===== config.mk =====
export PLATFORM = sky130hd
export DESIGN_NAME = slp_skid
export DESIGN_NICKNAME = d
export VERILOG_FILES = /design/src/hdl/slp_pkg.sv /design/src/hdl/slp_skid.sv
export VERILOG_INCLUDE_DIRS = /design/src /design/src/hdl
export SDC_FILE = /design/constraint.sdc
export NUM_CORES = 1
export LEC_CHECK = 0
export ABC_AREA = 1
export BUFFER_PORTS_ARGS = -buffer_cell sky130_fd_sc_hd__buf_2
export CORE_MARGIN = 2
export CORE_UTILIZATION = 30
export CTS_CLUSTER_DIAMETER = 150
export DETAILED_ROUTE_END_ITERATION = 8
export GPL_TIMING_DRIVEN = 0
export MAX_ROUTING_LAYER = met4
export PLACE_DENSITY = 0.59
export SYNTH_ARGS = -nofsm -noshare
export SYNTH_HDL_FRONTEND = slang
export SYNTH_SLANG_ARGS = --single-unit

===== constraint.sdc =====
create_clock -name clk -period 17.4 [get_ports clk]
set_clock_uncertainty 0.2 [all_clocks]
set_input_delay 2.61 -clock clk [delete_from_list [all_inputs] [get_ports clk]]
set_output_delay 2.61 -clock clk [all_outputs]
set_load 0.005 [all_outputs]

===== src/hdl/static_loop_partition_assert.svh =====
// Assertion macros shared by the static loop partition RTL.
// Files that check their own logic include this header; it needs a clk and arst_n in scope.
`ifndef STATIC_LOOP_PARTITION_ASSERT_SVH
`define STATIC_LOOP_PARTITION_ASSERT_SVH

// Consequent must hold in the same cycle as the antecedent.
`define SLP_ASSERT_SAME(label, ante, cons) \
	label: assert property (@(posedge clk) disable iff (!arst_n) (ante) |-> (cons)) \
		else $error("static_loop_partition: same-cycle check failed");

// Consequent must hold in the cycle after the antecedent.
`define SLP_ASSERT_NEXT(label, ante, cons) \
	label: assert property (@(posedge clk) disable iff (!arst_n) (ante) |=> (cons)) \
		else $error("static_loop_partition: next-cycle check failed");

`endif


===== src/hdl/slp_pkg.sv =====
// Shared types, constants and helper functions for the static loop partition block.
// No dependencies; every other RTL file imports this package.
package slp_pkg;

	localparam int MAX_WORKERS = 64;
	localparam int DATA_W      = 64;
	localparam int HALF_W      = DATA_W / 2;
	localparam int TEAM_W      = 7;
	localparam int ID_W        = 6;
	localparam int CHUNK_W     = 63;
	localparam int DIV_STAGES  = DATA_W;
	localparam int DIV_LAST    = DIV_STAGES - 1;
	localparam int ADDR_W      = 3;
	localparam int PDATA_W     = 32;

	// Register select, taken from paddr[2]
	localparam logic REG_TEAM_SIZE  = 1'b0;
	localparam logic REG_FAIR_SPLIT = 1'b1;

	localparam logic [TEAM_W-1:0] TEAM_RESET = TEAM_W'(1);

	typedef logic [DATA_W-1:0] word_t;

	// Per-transaction context carried down the pipeline
	typedef struct packed {
		logic               even;
		logic               neg;
		logic [ID_W-1:0]    id;
		word_t              first;
		word_t              last;
		word_t              inc;
		logic [CHUNK_W-1:0] chunk;
		word_t              diff;
		word_t              size;
		word_t              cnt;
		word_t              sm;
	} job_t;

	typedef struct packed {
		word_t my_first;
		word_t my_last;
		word_t my_stride;
	} result_t;

	// Signed less-than on two's complement words
	function automatic logic s_lt(word_t a, word_t b);
		return {~a[DATA_W-1], a[DATA_W-2:0]} < {~b[DATA_W-1], b[DATA_W-2:0]};
	endfunction

	// Negate when n is set
	function automatic word_t neg_if(word_t v, logic n);
		return n ? (~v + word_t'(1)) : v;
	endfunction

	// Clamp the team size register into 1..MAX_WORKERS
	function automatic logic [TEAM_W-1:0] team_eff(logic [TEAM_W-1:0] raw);
		logic [TEAM_W-1:0] t;
		if (raw == '0) begin
			t = TEAM_W'(1);
		end else if (raw > TEAM_W'(MAX_WORKERS)) begin
			t = TEAM_W'(MAX_WORKERS);
		end else begin
			t = raw;
		end
		return t;
	endfunction

endpackage


===== src/hdl/slp_skid.sv =====
// Output register with a skid entry, parting the pipeline from the result channel.
// Depends on slp_pkg and the assertion macro header.
`include "static_loop_partition_assert.svh"

module slp_skid import slp_pkg::*; (
	input  logic    clk,
	input  logic    arst_n,
	input  logic    in_valid,
	input  result_t in_res,
	output logic    adv,
	output logic    out_valid,
	input  logic    out_stall,
	output result_t out_res
);

	logic    out_valid_q;
	logic    skid_valid_q;
	result_t out_q;
	result_t skid_q;
	logic    slot_free;

	assign adv       = !skid_valid_q;
	assign slot_free = !out_valid_q || !out_stall;

	// Control: load output from skid first, else from the pipeline; park on stall
	always_ff @(posedge clk or negedge arst_n) begin
		if (!arst_n) begin
			out_valid_q  <= 1'b0;
			skid_valid_q <= 1'b0;
		end else if (slot_free) begin
			if (skid_valid_q) begin
				out_valid_q  <= 1'b1;
				skid_valid_q <= 1'b0;
			end else begin
				out_valid_q <= in_valid;
			end
		end else if (in_valid && adv) begin
			skid_valid_q <= 1'b1;
		end
	end

	// Data
	always_ff @(posedge clk) begin
		if (slot_free) begin
			out_q <= skid_valid_q ? skid_q : in_res;
		end else if (in_valid && adv) begin
			skid_q <= in_res;
		end
	end

	assign out_valid = out_valid_q;
	assign out_res   = out_q;

	`SLP_ASSERT_SAME(a_skid_implies_out, skid_valid_q, out_valid_q)
	`SLP_ASSERT_NEXT(a_skid_fill, out_valid_q && out_stall && in_valid && !skid_valid_q, skid_valid_q)
	`SLP_ASSERT_NEXT(a_skid_drain, skid_valid_q && !out_stall, out_valid_q && !skid_valid_q)

endmodule


==> metrics <==
clock latency at the later pin of the worst-skew pair=0.55 ns; Max-Cap Viols=0; Max clock buf depth=3; cell with the most instances after synthesis=nand2_1; Die ar.=48800 µm²; TritonCTS clock tree=built; top cells by area, synth=edfxtp_1, nand2_1, buf_6; class of the worst hold path=reg2reg; Placer Congestion=0.802; Boundary Pins=390; DRT antenna net count=0; Worst path max stage delay=0.94 ns; first-pass GRT wire length=54.1 mm; Post-CTS Hold Buffers=0; Power Density=120 nW/µm²; vias in the first global route=9039; cell mode on critical path=buf_12; Post-synth EDFFs=384; largest family of logic cells by synthesized area=simple AND/OR/NAND/NOR gates; Avg WL per Cell=16.7 µm; non-filler cells, final=2100; Switch Pwr=501 µW; drt total wl=35.1 mm; crit start category=input port; clock transition at the registers of the reported paths=0.06 ns; cell taking the most area after synthesis=edfxtp_1; Post-CTS Setup Repair Bufs=0; Starting DRT DRC Count=523; syn_nets=1208; status=complete, no violations; gate count after technology mapping=1012; Via Count=8876; ys flop type=edfxtp_1; setup violators final=0; Clk pwr share=39.9%; Die Span Y=221 µm; drt first pass iters=4; FP Rows=79; largest net degree at the start of global routing=103; Clock Root Buffer=clkbuf_16; Critical-path top delay cell=nor2_4; peak supply drop=0.116 mV; data required time at the worst endpoint=17.44 ns; crit share post-route=27.8%; Vias/cell=4.23; Pint=1700 µW; CTS Buf Count=43; dpl cell area=17000 µm²; core area=46500 µm²; # resized after CTS=0; Max Clock Freq=207 MHz; Sw Ratio=22.8%; input/output buffers=389; Final Max Slew Viols=0; Seq/Total Area, Yosys=82.1%; Die X=221 µm; top cell family by delay on the critical path=simple AND/OR/NAND/NOR gates; Setup crit end kind=register; Synth Area in Adders=0%; Final Critical Period=4.83 ns; Global Route Usage Sum=14.7%; kind of critical path=in2reg; grt total ovfl=0; RSZ-0062 raised after global routing=false; final instance area=18400 µm²; Seq cells post-synth=386; mux cell area share after synthesis=0%; WP data arrival=4.87 ns; dpl cells=2015; share of the synthesized area in the top cell type=81.7%; Syn-to-layout area delta=30.2%; Slew headroom=36.8%; R2R Setup Slk=14.27 ns; ys async rst share=0.518%; Buf/Inv on CP=4; clock sinks=386; Initial Utilization=30.4%; most frequent cells after synthesis=nand2_1, edfxtp_1, buf_2; Post-route DRC=0; XOR/XNOR share of the synthesized area=0%; YS warnings=0; H-Tree Level Count=2; initial antenna violation count=9; post-DP HPWL=24.6 mm; Logic pwr share=9.0%; synth unique cells=8; leakage power total=0.00792 µW; part of the power in registers=51.1%; simple-gate portion of the synthesized area=15.5%; Synth Cell Area=14100 µm²; layout cells sized above 1=34.0%; Slew @ Worst Pin=0.946 ns; Fin. Hold Viols=0; crit-path max FO=94; synthesized area per cell=13.9 µm²; final net count=1649; Compound-Gate Fraction of Synth Area=0%; crit-path cells=buf_2, nand2_8, nor2_4, buf_12, buf_12, buf_12
## sequential cells by signal, indices dropped and copies added, names as in the netlist
name and cells:
out_res 192, skid_q 192, out_valid 1, skid_valid_q 1
## cells by family after synthesis
group / after synthesis
simple gates: 582
flops: 386
buf+inv: 44
## routing by layer
metal  vias to the layer above  routed length (µm)  global-route usage (%)
li1                       4332                   -                       -
met1                      4136               14700                    18.0
met2                       342               16300                    22.8
met3                        66                3130                    4.73
met4                         0                 989                    5.50
met5                         -                   0                       -
## path summary, 6_finish.rpt
kind,to,depth (start not counted),startpoint
worst max-delay path,skid_q[77]$_DFFE_PP_,6,out_stall
worst min-delay path,out_res[174]$_DFFE_PP_,2,skid_q[174]$_DFFE_PP_
worst max register to register,skid_q[77]$_DFFE_PP_,5,out_valid$_DFFE_PN0P_
worst min register to register,out_res[174]$_DFFE_PP_,2,skid_q[174]$_DFFE_PP_
max in group asynchronous,out_valid$_DFFE_PN0P_,1,arst_n
min in group asynchronous,skid_valid_q$_DFFE_PN0P_,1,arst_n
## stage by stage
step | power, µW | hold slack, ns | TNS, ns | worst slack [ns] | util (%)
floorplan | 1240 | 0.291 | 0 | 3.25 | -
global placement | 1360 | 0.297 | -1386.78 | -7.25 | 36.2
detailed placement | 1350 | 0.302 | 0 | 11.87 | 36.6
CTS | 2240 | 0.309 | 0 | 12.48 | 39.5
global route | 2300 | 0.333 | 0 | 12.35 | 39.5
finish | 2200 | 0.310 | 0 | 12.57 | 39.5
## layout make-up
class	count	area (µm²)
inverter	1	6.26
buffer	43	338
clock buffer	49	1140
clock inverter	28	219
sequential	386	11600
multi-input combinational	582	2210
antenna	8	20.0
fill	4467	28100
timing repair buffer	396	2090
tap	607	759
## power groups by stage
stage               Clock, µW  Combinational, µW  Sequential (µW)
finish                    879                199             1130
global route              942                224             1130
CTS                       907                204             1130
detailed placement          0                204             1140
global placement            0                195             1160
floorplan                   0               76.3             1160
## worst reg2reg max path: cells and delay by family (launching register included)
family	cells	cell delay [ns]
AND/OR/NAND/NOR	2	1.41
buffers and inverters	3	0.75
flip-flops	1	0.46
## layout by cell type (no fill, tap or decap)
master,instances
edfxtp_1,384
inv_6,3
buf_4,4
clkinv_2,10
clkbuf_16,45
dfrtp_1,2
nor2_4,1
bufinv_16,3
clkinvlp_4,2
clkbuf_1,4
buf_2,410
nand2_1,578
diode_2,8
nor2_1,2
buf_16,1
clkinv_1,10
nand2_8,1
inv_4,1
buf_6,18
buf_12,6
(Power assumes the default switching activity.)
